--- src/rtl/pdrgb_pkg.sv ---
`timescale 1ns / 1ps

package pdrgb_pkg;

    // widths fixed by the register map and the result word
    localparam int LIMIT_BITS     = 16;
    localparam int STEP_BITS      = 8;
    localparam int OUT_LEVEL_BITS = 8;
    localparam int COLOR_BITS     = 3;
    localparam int CHAN_BITS      = 2;
    localparam int CFG_INDEX_BITS = 3;
    localparam int CFG_DATA_BITS  = 16;

    // default parameter values
    localparam int COUNT_BITS_DEFAULT = 16;
    localparam int LEVEL_BITS_DEFAULT = 8;

    // register indexes
    localparam logic [CFG_INDEX_BITS-1:0] REG_SHORT_LIMIT = 3'd0;
    localparam logic [CFG_INDEX_BITS-1:0] REG_RED_LIMIT   = 3'd1;
    localparam logic [CFG_INDEX_BITS-1:0] REG_GREEN_LIMIT = 3'd2;
    localparam logic [CFG_INDEX_BITS-1:0] REG_BLUE_LIMIT  = 3'd3;
    localparam logic [CFG_INDEX_BITS-1:0] REG_LEVEL_STEP  = 3'd4;

    // register reset values
    localparam logic [LIMIT_BITS-1:0] SHORT_LIMIT_RESET = 16'd500;
    localparam logic [LIMIT_BITS-1:0] RED_LIMIT_RESET   = 16'd1000;
    localparam logic [LIMIT_BITS-1:0] GREEN_LIMIT_RESET = 16'd1500;
    localparam logic [LIMIT_BITS-1:0] BLUE_LIMIT_RESET  = 16'd2000;
    localparam logic [STEP_BITS-1:0]  LEVEL_STEP_RESET  = 8'd16;

    // preset colors, also the duration classes
    localparam logic [COLOR_BITS-1:0] COLOR_WHITE = 3'd0;
    localparam logic [COLOR_BITS-1:0] COLOR_RED   = 3'd1;
    localparam logic [COLOR_BITS-1:0] COLOR_GREEN = 3'd2;
    localparam logic [COLOR_BITS-1:0] COLOR_BLUE  = 3'd3;
    localparam logic [COLOR_BITS-1:0] COLOR_BLACK = 3'd4;

    // channel codes
    localparam logic [CHAN_BITS-1:0] CHAN_RED   = 2'd0;
    localparam logic [CHAN_BITS-1:0] CHAN_GREEN = 2'd1;
    localparam logic [CHAN_BITS-1:0] CHAN_BLUE  = 2'd2;

    typedef struct packed {
        logic [LIMIT_BITS-1:0] short_limit;
        logic [LIMIT_BITS-1:0] red_limit;
        logic [LIMIT_BITS-1:0] green_limit;
        logic [LIMIT_BITS-1:0] blue_limit;
        logic [STEP_BITS-1:0]  level_step;
    } cfg_t;

    typedef struct packed {
        logic                      show_levels;
        logic [COLOR_BITS-1:0]     preset_color;
        logic [OUT_LEVEL_BITS-1:0] red_out;
        logic [OUT_LEVEL_BITS-1:0] green_out;
        logic [OUT_LEVEL_BITS-1:0] blue_out;
        logic [CHAN_BITS-1:0]      chosen_channel;
    } result_t;

endpackage

--- src/rtl/pdrgb_cfg_regs.sv ---
`timescale 1ns / 1ps

module pdrgb_cfg_regs
(
    input  logic                                 clk,
    input  logic                                 rst_n,
    input  logic                                 cfg_valid,
    output logic                                 cfg_ready,
    input  logic [pdrgb_pkg::CFG_INDEX_BITS-1:0] cfg_index,
    input  logic [pdrgb_pkg::CFG_DATA_BITS-1:0]  cfg_data,
    output pdrgb_pkg::cfg_t                      cfg
);

    pdrgb_pkg::cfg_t cfg_reg;
    pdrgb_pkg::cfg_t cfg_next;

    // writes are always accepted and take effect at the next clock edge
    assign cfg_ready = 1'b1;
    assign cfg      = cfg_reg;

    // register decode, unknown indexes are dropped
    always_comb
    begin
        cfg_next = cfg_reg;
        if (cfg_valid)
        begin
            case (cfg_index)
                pdrgb_pkg::REG_SHORT_LIMIT:
                    cfg_next.short_limit = pdrgb_pkg::LIMIT_BITS'(cfg_data);
                pdrgb_pkg::REG_RED_LIMIT:
                    cfg_next.red_limit = pdrgb_pkg::LIMIT_BITS'(cfg_data);
                pdrgb_pkg::REG_GREEN_LIMIT:
                    cfg_next.green_limit = pdrgb_pkg::LIMIT_BITS'(cfg_data);
                pdrgb_pkg::REG_BLUE_LIMIT:
                    cfg_next.blue_limit = pdrgb_pkg::LIMIT_BITS'(cfg_data);
                pdrgb_pkg::REG_LEVEL_STEP:
                    cfg_next.level_step = cfg_data[pdrgb_pkg::STEP_BITS-1:0];
                default:
                    cfg_next = cfg_reg;
            endcase
        end
    end

    always_ff @(posedge clk or negedge rst_n)
    begin
        if (!rst_n)
        begin
            cfg_reg.short_limit <= pdrgb_pkg::SHORT_LIMIT_RESET;
            cfg_reg.red_limit   <= pdrgb_pkg::RED_LIMIT_RESET;
            cfg_reg.green_limit <= pdrgb_pkg::GREEN_LIMIT_RESET;
            cfg_reg.blue_limit  <= pdrgb_pkg::BLUE_LIMIT_RESET;
            cfg_reg.level_step  <= pdrgb_pkg::LEVEL_STEP_RESET;
        end
        else
        begin
            cfg_reg <= cfg_next;
        end
    end

endmodule

--- src/rtl/pdrgb_tick_core.sv ---
`timescale 1ns / 1ps

module pdrgb_tick_core
#(
    parameter int COUNT_BITS = pdrgb_pkg::COUNT_BITS_DEFAULT,
    parameter int LEVEL_BITS = pdrgb_pkg::LEVEL_BITS_DEFAULT
)
(
    input  logic               clk,
    input  logic               rst_n,
    input  logic               advance,
    input  logic               down,
    input  pdrgb_pkg::cfg_t    cfg,
    output pdrgb_pkg::result_t result
);

    localparam int CMP_BITS = (COUNT_BITS > pdrgb_pkg::LIMIT_BITS) ?
                              COUNT_BITS : pdrgb_pkg::LIMIT_BITS;
    localparam int SUM_BITS = (LEVEL_BITS > pdrgb_pkg::STEP_BITS) ?
                              LEVEL_BITS : pdrgb_pkg::STEP_BITS;
    localparam int NUM_CHAN = 3;

    logic                              held_reg;
    logic                              held_next;
    logic [COUNT_BITS-1:0]             ticks_reg;
    logic [COUNT_BITS-1:0]             ticks_next;
    logic [pdrgb_pkg::CHAN_BITS-1:0]   sel_reg;
    logic [pdrgb_pkg::CHAN_BITS-1:0]   sel_next;
    logic [LEVEL_BITS-1:0]             level_reg  [NUM_CHAN];
    logic [LEVEL_BITS-1:0]             level_next [NUM_CHAN];
    logic [LEVEL_BITS-1:0]             level_sum  [NUM_CHAN];
    logic [CMP_BITS-1:0]               ticks_cmp;
    logic [pdrgb_pkg::COLOR_BITS-1:0]  dur_class;
    logic                              release_now;

    // saturating press counter
    always_comb
    begin
        if (!held_reg)
            ticks_next = '0;
        else if (&ticks_reg)
            ticks_next = ticks_reg;
        else
            ticks_next = ticks_reg + COUNT_BITS'(1);
    end

    // duration class, first limit above the count wins
    assign ticks_cmp = CMP_BITS'(ticks_next);

    always_comb
    begin
        if (ticks_cmp < CMP_BITS'(cfg.short_limit))
            dur_class = pdrgb_pkg::COLOR_WHITE;
        else if (ticks_cmp < CMP_BITS'(cfg.red_limit))
            dur_class = pdrgb_pkg::COLOR_RED;
        else if (ticks_cmp < CMP_BITS'(cfg.green_limit))
            dur_class = pdrgb_pkg::COLOR_GREEN;
        else if (ticks_cmp < CMP_BITS'(cfg.blue_limit))
            dur_class = pdrgb_pkg::COLOR_BLUE;
        else
            dur_class = pdrgb_pkg::COLOR_BLACK;
    end

    assign release_now = held_reg && !down;
    assign held_next   = held_reg ? down : down;

    // level step per channel, wraps at the level width
    always_comb
    begin
        for (int i = 0; i < NUM_CHAN; i++)
        begin
            level_sum[i] = LEVEL_BITS'(SUM_BITS'(level_reg[i]) + SUM_BITS'(cfg.level_step));
        end
    end

    // release action
    always_comb
    begin
        sel_next = sel_reg;
        for (int i = 0; i < NUM_CHAN; i++)
        begin
            level_next[i] = level_reg[i];
        end
        if (release_now)
        begin
            case (dur_class)
                pdrgb_pkg::COLOR_WHITE:
                begin
                    for (int i = 0; i < NUM_CHAN; i++)
                    begin
                        if (sel_reg == pdrgb_pkg::CHAN_BITS'(i))
                            level_next[i] = level_sum[i];
                    end
                end
                pdrgb_pkg::COLOR_RED:   sel_next = pdrgb_pkg::CHAN_RED;
                pdrgb_pkg::COLOR_GREEN: sel_next = pdrgb_pkg::CHAN_GREEN;
                pdrgb_pkg::COLOR_BLUE:  sel_next = pdrgb_pkg::CHAN_BLUE;
                default:
                begin
                    for (int i = 0; i < NUM_CHAN; i++)
                    begin
                        level_next[i] = '0;
                    end
                end
            endcase
        end
    end

    // result word for this tick
    always_comb
    begin
        result.show_levels    = !held_reg;
        result.preset_color   = held_reg ? dur_class : pdrgb_pkg::COLOR_WHITE;
        result.red_out        = pdrgb_pkg::OUT_LEVEL_BITS'(level_next[0]);
        result.green_out      = pdrgb_pkg::OUT_LEVEL_BITS'(level_next[1]);
        result.blue_out       = pdrgb_pkg::OUT_LEVEL_BITS'(level_next[2]);
        result.chosen_channel = sel_next;
    end

    // state registers move only when a word is processed
    always_ff @(posedge clk or negedge rst_n)
    begin
        if (!rst_n)
        begin
            held_reg  <= 1'b0;
            ticks_reg <= '0;
            sel_reg   <= pdrgb_pkg::CHAN_RED;
            for (int i = 0; i < NUM_CHAN; i++)
            begin
                level_reg[i] <= '0;
            end
        end
        else if (advance)
        begin
            held_reg  <= held_next;
            ticks_reg <= ticks_next;
            sel_reg   <= sel_next;
            for (int i = 0; i < NUM_CHAN; i++)
            begin
                level_reg[i] <= level_next[i];
            end
        end
    end

endmodule

--- src/rtl/press_duration_rgb_level_control_core.sv ---
`timescale 1ns / 1ps

// Press-duration RGB level control. Each input word is one timer tick with the
// sampled button level; each tick yields exactly one result word. While the
// button is held a saturating counter runs and a preset color (white, red,
// green, blue, black) is chosen against four programmable limits; on release
// the same class adds level_step to the selected channel, selects red, green
// or blue, or clears all levels. Throughput is one word per clock while the
// output side is not stalled; a word passes an input register, the
// combinational tick logic and a result register, in that order. Limits and
// step are to be written by the user through the cfg port only while the block
// is idle; the block does not enforce this. Unknown-index writes are dropped.

module press_duration_rgb_level_control_core
#(
    parameter int COUNT_BITS = pdrgb_pkg::COUNT_BITS_DEFAULT,
    parameter int LEVEL_BITS = pdrgb_pkg::LEVEL_BITS_DEFAULT
)
(
    input  logic                                 clk,
    input  logic                                 rst_n,
    input  logic                                 in_valid,
    output logic                                 in_ready,
    input  logic                                 button_down,
    output logic                                 out_valid,
    input  logic                                 out_ready,
    output logic                                 show_levels,
    output logic [pdrgb_pkg::COLOR_BITS-1:0]     preset_color,
    output logic [pdrgb_pkg::OUT_LEVEL_BITS-1:0] red_out,
    output logic [pdrgb_pkg::OUT_LEVEL_BITS-1:0] green_out,
    output logic [pdrgb_pkg::OUT_LEVEL_BITS-1:0] blue_out,
    output logic [pdrgb_pkg::CHAN_BITS-1:0]      chosen_channel,
    input  logic                                 cfg_valid,
    output logic                                 cfg_ready,
    input  logic [pdrgb_pkg::CFG_INDEX_BITS-1:0] cfg_index,
    input  logic [pdrgb_pkg::CFG_DATA_BITS-1:0]  cfg_data
);

    pdrgb_pkg::cfg_t    cfg;
    pdrgb_pkg::result_t result;
    pdrgb_pkg::result_t result_reg;
    logic               in_valid_reg;
    logic               down_reg;
    logic               out_valid_reg;
    logic               advance;

    // a word moves on when the result register is free or being drained
    assign advance  = in_valid_reg && (!out_valid_reg || out_ready);
    assign in_ready = !in_valid_reg || advance;

    pdrgb_cfg_regs u_cfg_regs
    (
        .clk       (clk),
        .rst_n     (rst_n),
        .cfg_valid (cfg_valid),
        .cfg_ready (cfg_ready),
        .cfg_index (cfg_index),
        .cfg_data  (cfg_data),
        .cfg       (cfg)
    );

    pdrgb_tick_core
    #(
        .COUNT_BITS (COUNT_BITS),
        .LEVEL_BITS (LEVEL_BITS)
    )
    u_tick_core
    (
        .clk     (clk),
        .rst_n   (rst_n),
        .advance (advance),
        .down    (down_reg),
        .cfg     (cfg),
        .result  (result)
    );

    // input register
    always_ff @(posedge clk or negedge rst_n)
    begin
        if (!rst_n)
        begin
            in_valid_reg <= 1'b0;
        end
        else if (in_valid && in_ready)
        begin
            in_valid_reg <= 1'b1;
        end
        else if (advance)
        begin
            in_valid_reg <= 1'b0;
        end
    end

    always_ff @(posedge clk)
    begin
        if (in_valid && in_ready)
        begin
            down_reg <= button_down;
        end
    end

    // result register
    always_ff @(posedge clk or negedge rst_n)
    begin
        if (!rst_n)
        begin
            out_valid_reg <= 1'b0;
        end
        else if (advance)
        begin
            out_valid_reg <= 1'b1;
        end
        else if (out_ready)
        begin
            out_valid_reg <= 1'b0;
        end
    end

    always_ff @(posedge clk)
    begin
        if (advance)
        begin
            result_reg <= result;
        end
    end

    assign out_valid      = out_valid_reg;
    assign show_levels    = result_reg.show_levels;
    assign preset_color   = result_reg.preset_color;
    assign red_out        = result_reg.red_out;
    assign green_out      = result_reg.green_out;
    assign blue_out       = result_reg.blue_out;
    assign chosen_channel = result_reg.chosen_channel;

endmodule
--- config.mk ---
export PLATFORM = sky130hd
export DESIGN_NAME = press_duration_rgb_level_control_core
export DESIGN_NICKNAME = d
export VERILOG_FILES = /design/src/rtl/pdrgb_pkg.sv /design/src/rtl/pdrgb_cfg_regs.sv /design/src/rtl/pdrgb_tick_core.sv /design/src/rtl/press_duration_rgb_level_control_core.sv
export SDC_FILE = /design/constraint.sdc
export NUM_CORES = 1
export LEC_CHECK = 0
export ABC_AREA = 1
export ABC_CLOCK_PERIOD_IN_PS = 5830
export BUFFER_PORTS_ARGS = -buffer_cell sky130_fd_sc_hd__buf_4
export CAP_MARGIN = 25
export CORE_UTILIZATION = 45
export DETAILED_ROUTE_END_ITERATION = 16
export PLACE_DENSITY_LB_ADDON = 0.3
export SETUP_SLACK_MARGIN = 0.3
export SYNTH_ARGS = -nofsm -noshare
export SYNTH_HDL_FRONTEND = slang
export SYNTH_SLANG_ARGS = --single-unit
export TNS_END_PERCENT = 20
--- constraint.sdc ---
create_clock -name clk -period 5.83 [get_ports clk]
set_clock_uncertainty 0.2 [all_clocks]
set_input_delay 0.583 -clock clk [delete_from_list [all_inputs] [get_ports clk]]
set_output_delay 0.583 -clock clk [all_outputs]
set_load 0.02 [all_outputs]
==> results of run 1 <==
-- final timing paths --
path                                                      start                                     to  slack (ps)  cells past startpoint
max                        u_tick_core.ticks_reg[0]$_DFFE_PN0P_                   red_out[7]$_DFFE_PP_        1300                     18
min reg2reg                      u_cfg_regs.cfg[39]$_DFFE_PN0P_         u_cfg_regs.cfg[39]$_DFFE_PN0P_         280                      2
min in group asynchronous                                 rst_n  u_tick_core.level_reg[17]$_DFFE_PN0P_         490                      2
min                                                 button_down                     down_reg$_DFFE_PP_         170                      1
max reg2reg                u_tick_core.ticks_reg[0]$_DFFE_PN0P_                   red_out[7]$_DFFE_PP_        1300                     18
max in group asynchronous                                 rst_n         u_cfg_regs.cfg[18]$_DFFE_PN1P_        3830                      4
-- cell type report --
cell class,instances,area [um^2]
clock inverter,10,96.3
inverter,140,526
tap,265,332
sequential,148,3890
clock buffer,22,464
multi-input combinational,837,4380
fill,1877,9190
timing repair buffer,66,586
-- through the flow --
stage          cells   util  area (um^2)  hold slack [ps]  worst slack, ps
5_1_grt         1488  0.528        10300              153              908
3_3_place_gp    1450  0.492         9580              267             1350
4_1_cts         1485  0.524        10200              156             1300
2_1_floorplan   1161      -         8960             87.4             2300
6_report        1488  0.528        10300              167             1300
3_5_place_dp    1452  0.495         9620              274             1320
-- worst max-delay path, cell delays in order, from the launching register on --
cell                      delay, ps
sky130_fd_sc_hd__dfrtp_1        420
sky130_fd_sc_hd__ha_1           260
sky130_fd_sc_hd__nand3_2        120
sky130_fd_sc_hd__nor2_2          70
sky130_fd_sc_hd__nand2_4        100
sky130_fd_sc_hd__nand4_1        160
sky130_fd_sc_hd__nor2_1         200
sky130_fd_sc_hd__nand2_1        140
sky130_fd_sc_hd__nor2_1         110
sky130_fd_sc_hd__nor2_1          40
sky130_fd_sc_hd__nor3_1         490
sky130_fd_sc_hd__ha_1           380
sky130_fd_sc_hd__a21oi_1        140
sky130_fd_sc_hd__o21ai_0        100
sky130_fd_sc_hd__a21oi_1        250
sky130_fd_sc_hd__nand2_4        250
sky130_fd_sc_hd__inv_2          480
sky130_fd_sc_hd__nand3_1        160
sky130_fd_sc_hd__and3_1         200
-- Yosys cell counts, drive strengths merged (2+ instances only) --
| library cell | n | area share |
|---|---|---|
| a211oi | 8 | 0.0067 |
| a21oi | 43 | 0.024 |
| and2 | 3 | 0.0021 |
| buf | 10 | 0.0071 |
| clkbuf | 26 | 0.011 |
| clkinv | 2 | 0.00084 |
| dfrtp | 91 | 0.25 |
| dfstp | 26 | 0.076 |
| edfxtp | 31 | 0.10 |
| fa | 3 | 0.0067 |
| ha | 78 | 0.11 |
| inv | 138 | 0.058 |
| nand2 | 434 | 0.19 |
| nand3 | 47 | 0.027 |
| nand3b | 2 | 0.0017 |
| nand4 | 6 | 0.0042 |
| nor2 | 57 | 0.024 |
| nor3 | 14 | 0.0078 |
| o21ai | 111 | 0.062 |
| o21bai | 3 | 0.0025 |
| o31ai | 6 | 0.0050 |
| xnor2 | 6 | 0.0059 |
| xor2 | 8 | 0.0078 |
-- power groups by stage --
stage	combinational, uW	clock, uW	sequential [uW]
after global placement	1190	0	1540
after detailed placement	1220	0	1540
after global routing	1430	1120	1560
after floorplan	853	0	1550
after CTS	1230	1080	1520
final	1230	1070	1530
-- cells by family (layout without fill, tap and decap cells) --
kind of cell | Yosys count | in the layout | synth area share
simple gates | 565 | 565 | 0.254
compound gates | 176 | 176 | 0.105
buf+inv | 176 | 238 | 0.0767
flops | 148 | 148 | 0.434
fa+ha+maj | 81 | 81 | 0.116
xor+xnor | 14 | 14 | 0.0137
other cells | 1 | 1 | 0.000418
-- layer usage --
layer / vias up / global-route usage / share of wire
met4: 0 / 0.0560 / 0.010
met2: 163 / 0.361 / 0.46
li1: 3820 / - / -
met1: 3424 / 0.307 / 0.48
met5: - / 0 / 0
met3: 16 / 0.0345 / 0.044
-- what timing repair did --
action,CTS,global route
buffers inserted,0,0
endpoints found under the hold margin,37,0
setup endpoints to repair,0,0
hold buffers,1,0
==> run metrics, run 1 <==
critical path type reg2reg; FF+latch count, synth 148; switching power 1410 uW; final setup violation count 0; via count of the first global-routing pass 6913; combinational share of power 0.321; post-layout total power 3820 uW; Peak supply drop 0.199 mV; startpoint type of the worst setup path flip-flop; setup repair after global routing missed its margin false; first-pass GRT wire length 34900 um; share of post-route cells with drive strength above 1 0.110; WL per Instance 14.2 um; worst rel slew slack 0.393; cell-internal power 2420 uW; most frequent cells in the layout sky130_fd_sc_hd__nand2_1 (429), sky130_fd_sc_hd__inv_1 (133), sky130_fd_sc_hd__o21ai_0 (108); total number of nets in the final design 1316; most common cell after layout, fill and taps aside sky130_fd_sc_hd__nand2_1; TritonCTS Sinks 148; Clock Tree Root sky130_fd_sc_hd__clkbuf_16; count of instances resized after the clock tree is built 0; antenna violations before repair 0; number of unique standard cell types used by synthesis 41; maximum number of pins on one net before global-route repair 81; sequential element share of the synthesized area 0.434; Power Dens Cells 372 mW/mm^2; Fmax 0.221 GHz; Worst Hold Class in2reg; largest fanout on the critical path 29; count of pins on the block boundary 58; chip height 143 um; total negative slack 0 ps; overall die area 0.0205 mm^2; placer congestion estimate 0.817; final hold vios 0; Max Buffers Root-to-Sink 2; nature of the critical path endpoint flip-flop; Core Footprint 0.0195 mm^2; final global-route overflow total 0; Final min period 4530 ps; HPWL reported at the end of detailed placement 14500 um; max-capacitance violation count 0; Crit path arrival time 4510 ps; clock-pin slew of the registers on the worst-case setup and hold paths 60 ps; number of remaining DRC errors 0; sequential group share of total power 0.399; Largest register FFs 72; Total Routing Usage GR 0.222; number of enable flip-flop cells after synthesis 31; Worst-Margin Slew 904 ps; DRC violation total after the first TritonRoute iteration 520; share of async-settable or async-resettable flops after synthesis 0.791; Clock power frac 0.279; final worst path period share 0.778; H-tree levels 4; result of the run completed; first-pass iteration count of the detailed router 5; mean post-synth cell area 7.72 um^2; cts bufs inserted 17; via count 7423; Mapped Cells 1161; starting density of the core 0.460; Routed Antenna Nets 0; Ys Warns 0; post-synthesis net count 1267; switch share 0.368; leakage power total 0.00532 uW; clock tree from TritonCTS built; clock insertion delay at the later pin of the skew report 430 ps; count of pins over their slew limit 0; Post-Syn Area 0.00896 mm^2; sum of routed wire length over all layers 21100 um; data required time at the worst endpoint 5810 ps; number of cell rows 51; Top FF cell, synth sky130_fd_sc_hd__dfrtp_1; area added between synthesis and finish 14.7%; count of input and output buffers 56; die span in x 143 um; via-per-instance ratio 4.99; # diodes 0
Note: power is estimated with default switching activity, not from simulation.
==> run 2: changes to the inputs <==
--- a/config.mk
+++ b/config.mk
@@ -6,7 +6,7 @@
 export NUM_CORES = 1
 export LEC_CHECK = 0
 export ABC_AREA = 1
-export ABC_CLOCK_PERIOD_IN_PS = 5830
+export ABC_CLOCK_PERIOD_IN_PS = 4500
 export BUFFER_PORTS_ARGS = -buffer_cell sky130_fd_sc_hd__buf_4
 export CAP_MARGIN = 25
 export CORE_UTILIZATION = 45
==> constraint.sdc (replaced) <==
create_clock -name clk -period 4.5 [get_ports clk]
set_clock_uncertainty 0.2 [all_clocks]
set_input_delay 0.45 -clock clk [delete_from_list [all_inputs] [get_ports clk]]
set_output_delay 0.45 -clock clk [all_outputs]
set_load 0.02 [all_outputs]
==> run 2 against run 1 <==
Effect of this change:
- sequential power increased by 29%
- cell count increased by 0.40%
- final area increased by 0.36%
- setup slack got worse by 550 ps
- utilization increased by 0.19 points
- critical path depth increased by 2
- highest routed layer unchanged
- die area unchanged
- power increased by 29%
- combinational power increased by 32%
- clock power increased by 26%
==> run metrics, run 2 (synthesized netlist as in run 1, its figures left out) <==
largest fanout on the critical path 26; number of cell rows 51; placed cell area 0.00968 mm^2; storage element area 0.00389 mm^2; startpoint type of the worst setup path flip-flop; area added between synthesis and finish 15.1%; cts bufs inserted 17; Hold WS 23.4 ps; final worst path period share 0.834; summed area of non-filler cells in the final layout 0.0103 mm^2; Worst-Margin Slew 970 ps; Power Dens Cells 478 mW/mm^2; starting density of the core 0.460; Fmax 0.266 GHz; number of remaining DRC errors 0; number of setup buffers added after CTS 0; family with the most delay on the worst path simple AND/OR/NAND/NOR gates; placer congestion estimate 0.886; Largest register FFs 72; post-layout total power 4940 uW; antenna violations before repair 0; cell with the biggest individual delay on the critical path sky130_fd_sc_hd__dfrtp_1; cell repeated most along the worst path sky130_fd_sc_hd__nand2_1; maximum number of pins on one net before global-route repair 75; via-per-instance ratio 5.01; final global-route overflow total 0; clock tree from TritonCTS built; Worst Hold Class in2reg; total negative slack 0 ps; critical path type reg2reg; worst path bufs/invs 2; most common cell after layout, fill and taps aside sky130_fd_sc_hd__nand2_1; nature of the critical path endpoint flip-flop; sum of routed wire length over all layers 21000 um; leakage power total 0.00534 uW; count of input and output buffers 56; HPWL reported at the end of detailed placement 14600 um; via count of the first global-routing pass 6950; final hold vios 0; longest individual stage delay on the worst path 420 ps; pre-CTS setup slack 592 ps; footprint of the multi-input gates 0.00440 mm^2; Routed Antenna Nets 0; via count 7489; # diodes 0; WL per Instance 14.1 um; chip height 143 um; Clock Tree Root sky130_fd_sc_hd__clkbuf_16; count of pins over their slew limit 0; Total Routing Usage GR 0.222; Max Buffers Root-to-Sink 2; overall die area 0.0205 mm^2; first-pass GRT wire length 34900 um; post-route worst setup slack 746 ps; most frequent cells in the layout sky130_fd_sc_hd__nand2_1 (429), sky130_fd_sc_hd__inv_1 (133), sky130_fd_sc_hd__o21ai_0 (108); ordered cell list for the critical path ha_1 -> nand3_2 -> nor2_2 -> nand2_4 -> nand4_1 -> nor2_2 -> nand2_1 -> xnor2_1 -> nand2_1 -> inv_1 -> ha_1 -> a21oi_1 -> a21oi_1 -> a211oi_2 -> nand2_1 -> nand3_2 -> buf_12 -> nand2_1 -> o21ai_1 -> nand2_1; count of filler cells inserted in the layout 1821; clock-pin slew of the registers on the worst-case setup and hold paths 60 ps; first-pass iteration count of the detailed router 6; total number of nets in the final design 1322; clock insertion delay at the later pin of the skew report 430 ps; setup repair after global routing missed its margin false; count of pins on the block boundary 58; Peak supply drop 0.271 mV; data required time at the worst endpoint 4470 ps; final setup violation count 0; result of the run completed; worst rel slew slack 0.352; H-tree levels 4; max-capacitance violation count 0; Core Footprint 0.0195 mm^2; share of post-route cells with drive strength above 1 0.121; Crit path arrival time 3720 ps; Final min period 3750 ps; DRC violation total after the first TritonRoute iteration 376; die span in x 143 um; TritonCTS Sinks 148
[run 2: cell types whose count changed in the layout (fill, tap and decap cells not counted), moves of 2 or more]
cell                         delta
sky130_fd_sc_hd__buf_16         -2
sky130_fd_sc_hd__nor2_1         -3
sky130_fd_sc_hd__clkbuf_1       -3
sky130_fd_sc_hd__nor2_2         +3
sky130_fd_sc_hd__clkinvlp_4     +2
sky130_fd_sc_hd__clkinv_4       +2
sky130_fd_sc_hd__buf_4          +7
[run 2: worst paths after layout]
| kind | start | end | slack (ps) | depth (start not counted) |
|---|---|---|---|---|
| min in group asynchronous | rst_n | u_tick_core.level_reg[19]$_DFFE_PN0P_ | 190 | 2 |
| hold / removal | button_down | down_reg$_DFFE_PP_ | 20 | 1 |
| setup reg to reg | u_tick_core.ticks_reg[0]$_DFFE_PN0P_ | chosen_channel[1]$_DFFE_PP_ | 750 | 20 |
| max in group asynchronous | rst_n | u_tick_core.level_reg[2]$_DFFE_PN0P_ | 2970 | 4 |
| hold reg to reg | u_cfg_regs.cfg[69]$_DFFE_PN0P_ | u_cfg_regs.cfg[69]$_DFFE_PN0P_ | 280 | 2 |
| setup / recovery | u_tick_core.ticks_reg[0]$_DFFE_PN0P_ | chosen_channel[1]$_DFFE_PP_ | 750 | 20 |
[run 2: report_power, final]
part	switching, uW	internal, uW
Clock	591	757
Combinational	1000	619
Sequential	245	1720
[run 2: cell type report]
cell class                      instances  share of cell area
Clock buffer                           20              0.0452
Timing Repair Buffer                   72              0.0585
Sequential cell                       148               0.377
Multi-Input combinational cell        837               0.426
Inverter                              140              0.0512
Clock inverter                         12             0.00922
Tap cell                              265              0.0321
[run 2: through the flow]
stage / instances / util
final: 1494 / 0.530
after CTS: 1491 / 0.526
after detailed placement: 1459 / 0.497
after global routing: 1494 / 0.530
after floorplan: 1161 / -
after global placement: 1458 / 0.496
[run 2: per-layer routing]
layer	track usage	vias up	wire length (um)
met5	0	-	0
met4	0.0628	0	332
met3	0.0386	25	963
met2	0.363	173	9720
met1	0.301	3449	10000
li1	-	3842	-
[run 2: what timing repair did]
action	CTS	global route
hold endpoints to repair	0	70
resized for setup	0	7
setup endpoints to repair	0	33
hold buffers	0	1
==> run 3: changes to the inputs <==
--- a/config.mk
+++ b/config.mk
@@ -6,7 +6,7 @@
 export NUM_CORES = 1
 export LEC_CHECK = 0
 export ABC_AREA = 1
-export ABC_CLOCK_PERIOD_IN_PS = 4500
+export ABC_CLOCK_PERIOD_IN_PS = 3400
 export BUFFER_PORTS_ARGS = -buffer_cell sky130_fd_sc_hd__buf_4
 export CAP_MARGIN = 25
 export CORE_UTILIZATION = 45
==> constraint.sdc (replaced) <==
create_clock -name clk -period 3.4 [get_ports clk]
set_clock_uncertainty 0.2 [all_clocks]
set_input_delay 0.34 -clock clk [delete_from_list [all_inputs] [get_ports clk]]
set_output_delay 0.34 -clock clk [all_outputs]
set_load 0.02 [all_outputs]
==> run 3 against run 2 <==
Effect of this change:
- the flow now finishes with violations (negative setup slack)
- register-to-register slack worse by 980 ps
- die area unchanged
- power up 37%
- utilization is 6.4 points higher
- final area increased by 12%
- via count grew 5.8%
- cell count rose by 5.8%
- worst hold slack got worse by 13 ps
- fmax grew 3.3%
- sequential cell count did not move
- first-iteration DRC count is 16% higher
- combinational power up 46%
- critical path type unchanged
- critical endpoint is now green_out[6]$_DFFE_PP_
- highest routed layer unchanged
==> run metrics, run 3 (synthesized netlist as in run 1, its figures left out) <==
result of the run complete, but fails checks; failing checks negative setup slack; count of pins over their slew limit 0; clock insertion delay at the later pin of the skew report 430 ps; count of pins on the block boundary 58; TritonCTS Sinks 148; clock-pin slew of the registers on the worst-case setup and hold paths 60 ps; Routed Antenna Nets 0; cell with the biggest individual delay on the critical path sky130_fd_sc_hd__dfrtp_1; final design utilization 0.594; Clock Tree Root sky130_fd_sc_hd__clkbuf_16; die span in x 143 um; chip height 143 um; final setup violation count 53; clock tree from TritonCTS built; startpoint type of the worst setup path flip-flop; nature of the critical path endpoint flip-flop; # diodes 0; Largest register FFs 72; share of post-route cells with drive strength above 1 0.239; longest individual stage delay on the worst path 430 ps; via count of the first global-routing pass 7539; Crit path arrival time 3620 ps; final global-route overflow total 0; area added between synthesis and finish 29.0%; most frequent cells in the layout sky130_fd_sc_hd__nand2_1 (412), sky130_fd_sc_hd__buf_4 (141), sky130_fd_sc_hd__inv_1 (125); critical path type reg2reg; H-tree levels 4; pre-CTS setup slack -304 ps; summed area of non-filler cells in the final layout 0.0116 mm^2; count of input and output buffers 56; Worst-Margin Slew 791 ps; max-capacitance violation count 0; Non-Filler Instances 1580; maximum number of pins on one net before global-route repair 69; total instance count after detailed placement 1518; WL per Instance 14.6 um; HPWL reported at the end of detailed placement 15300 um; starting density of the core 0.460; placed cell area 0.0102 mm^2; placer congestion estimate 0.847; via count 7925; Peak supply drop 0.394 mV; sum of routed wire length over all layers 23000 um; via-per-instance ratio 5.02; number of remaining DRC errors 0; Fmax 0.275 GHz; setup repair after global routing missed its margin true; largest fanout on the critical path 6; data required time at the worst endpoint 3380 ps; leakage power total 0.00586 uW; Total Routing Usage GR 0.239; Final min period 3630 ps; number of cell rows 51; most common cell after layout, fill and taps aside sky130_fd_sc_hd__nand2_1; Max Buffers Root-to-Sink 2; post-route worst setup slack -235 ps; final worst path period share 1.07; first-pass GRT wire length 37700 um; first-pass iteration count of the detailed router 4; worst rel slew slack 0.472; cts bufs inserted 17; DRC violation total after the first TritonRoute iteration 438; Core Footprint 0.0195 mm^2; final hold vios 0; cell repeated most along the worst path sky130_fd_sc_hd__nand2_1; antenna violations before repair 0; Worst Hold Class in2reg; Hold WS 10.7 ps; total number of nets in the final design 1408; Power Dens Cells 584 mW/mm^2; overall die area 0.0205 mm^2
-- run 3: cell types whose count changed in the layout (fill, tap and decap cells not counted), sizes merged --
cell | previous run | this run
dlygate4sd3 | 1 | 3
clkbuf | 20 | 23
clkinv | 8 | 5
buf | 71 | 155
-- run 3: what timing repair did --
action	in CTS	in global routing
gates resized for setup	79	34
pin swaps	21	27
hold buffers	3	0
cloned	1	0
hold endpoints to repair	51	0
buffers inserted	21	4
setup endpoints to repair	55	55
-- run 3: final cells by class --
class / instances / area, um^2
Tap cell: 265 / 332
Inverter: 140 / 536
Timing Repair Buffer: 158 / 1340
Sequential cell: 148 / 3890
Fill cell: 1709 / 7900
Clock inverter: 9 / 67.6
Clock buffer: 23 / 479
Multi-Input combinational cell: 837 / 4910
-- run 3: worst max-delay path: cells and delay by family (launching register included) --
kind	cells	cell delay, ps
flip-flops	1	430
AO/OA/AOI/OAI	2	130
buffers and inverters	10	1230
adder cells (fa/ha/maj)	1	310
AND/OR/NAND/NOR	13	1090
-- run 3: final timing paths --
kind,from,to,slack (ps),cells past startpoint
max reg2reg,u_tick_core.ticks_reg[0]$_DFFE_PN0P_,green_out[6]$_DFFE_PP_,-230,26
min,cfg_data[10],u_cfg_regs.cfg[18]$_DFFE_PN1P_,10,3
max,u_tick_core.ticks_reg[0]$_DFFE_PN0P_,green_out[6]$_DFFE_PP_,-230,26
min reg2reg,u_cfg_regs.cfg[25]$_DFFE_PN0P_,u_cfg_regs.cfg[25]$_DFFE_PN0P_,290,2
max in group asynchronous,rst_n,u_cfg_regs.cfg[60]$_DFFE_PN1P_,1850,3
min in group asynchronous,rst_n,u_tick_core.level_reg[19]$_DFFE_PN0P_,320,2
-- run 3: power by group --
part           leakage (uW)  switching (uW)  total, uW  internal [uW]
combinational       0.00382            1420       2360            945
sequential          0.00177             339       2620           2280
clock              0.000264             774       1780           1000
-- run 3: layer usage --
layer,part of all wire,vias to the layer above,global-route usage
met5,0,-,0
met4,0.019,0,0.0832
met3,0.049,34,0.0426
met2,0.47,177,0.393
met1,0.46,3698,0.316
li1,-,4016,-
-- run 3: per-stage QoR --
| stage | TNS, ps | power [uW] |
|---|---|---|
| after floorplan | 0 | 4120 |
| after global placement | -12500 | 4790 |
| after detailed placement | -13280 | 4850 |
| after CTS | -3180 | 6720 |
| after global routing | -19180 | 7250 |
| final | -8470 | 6760 |
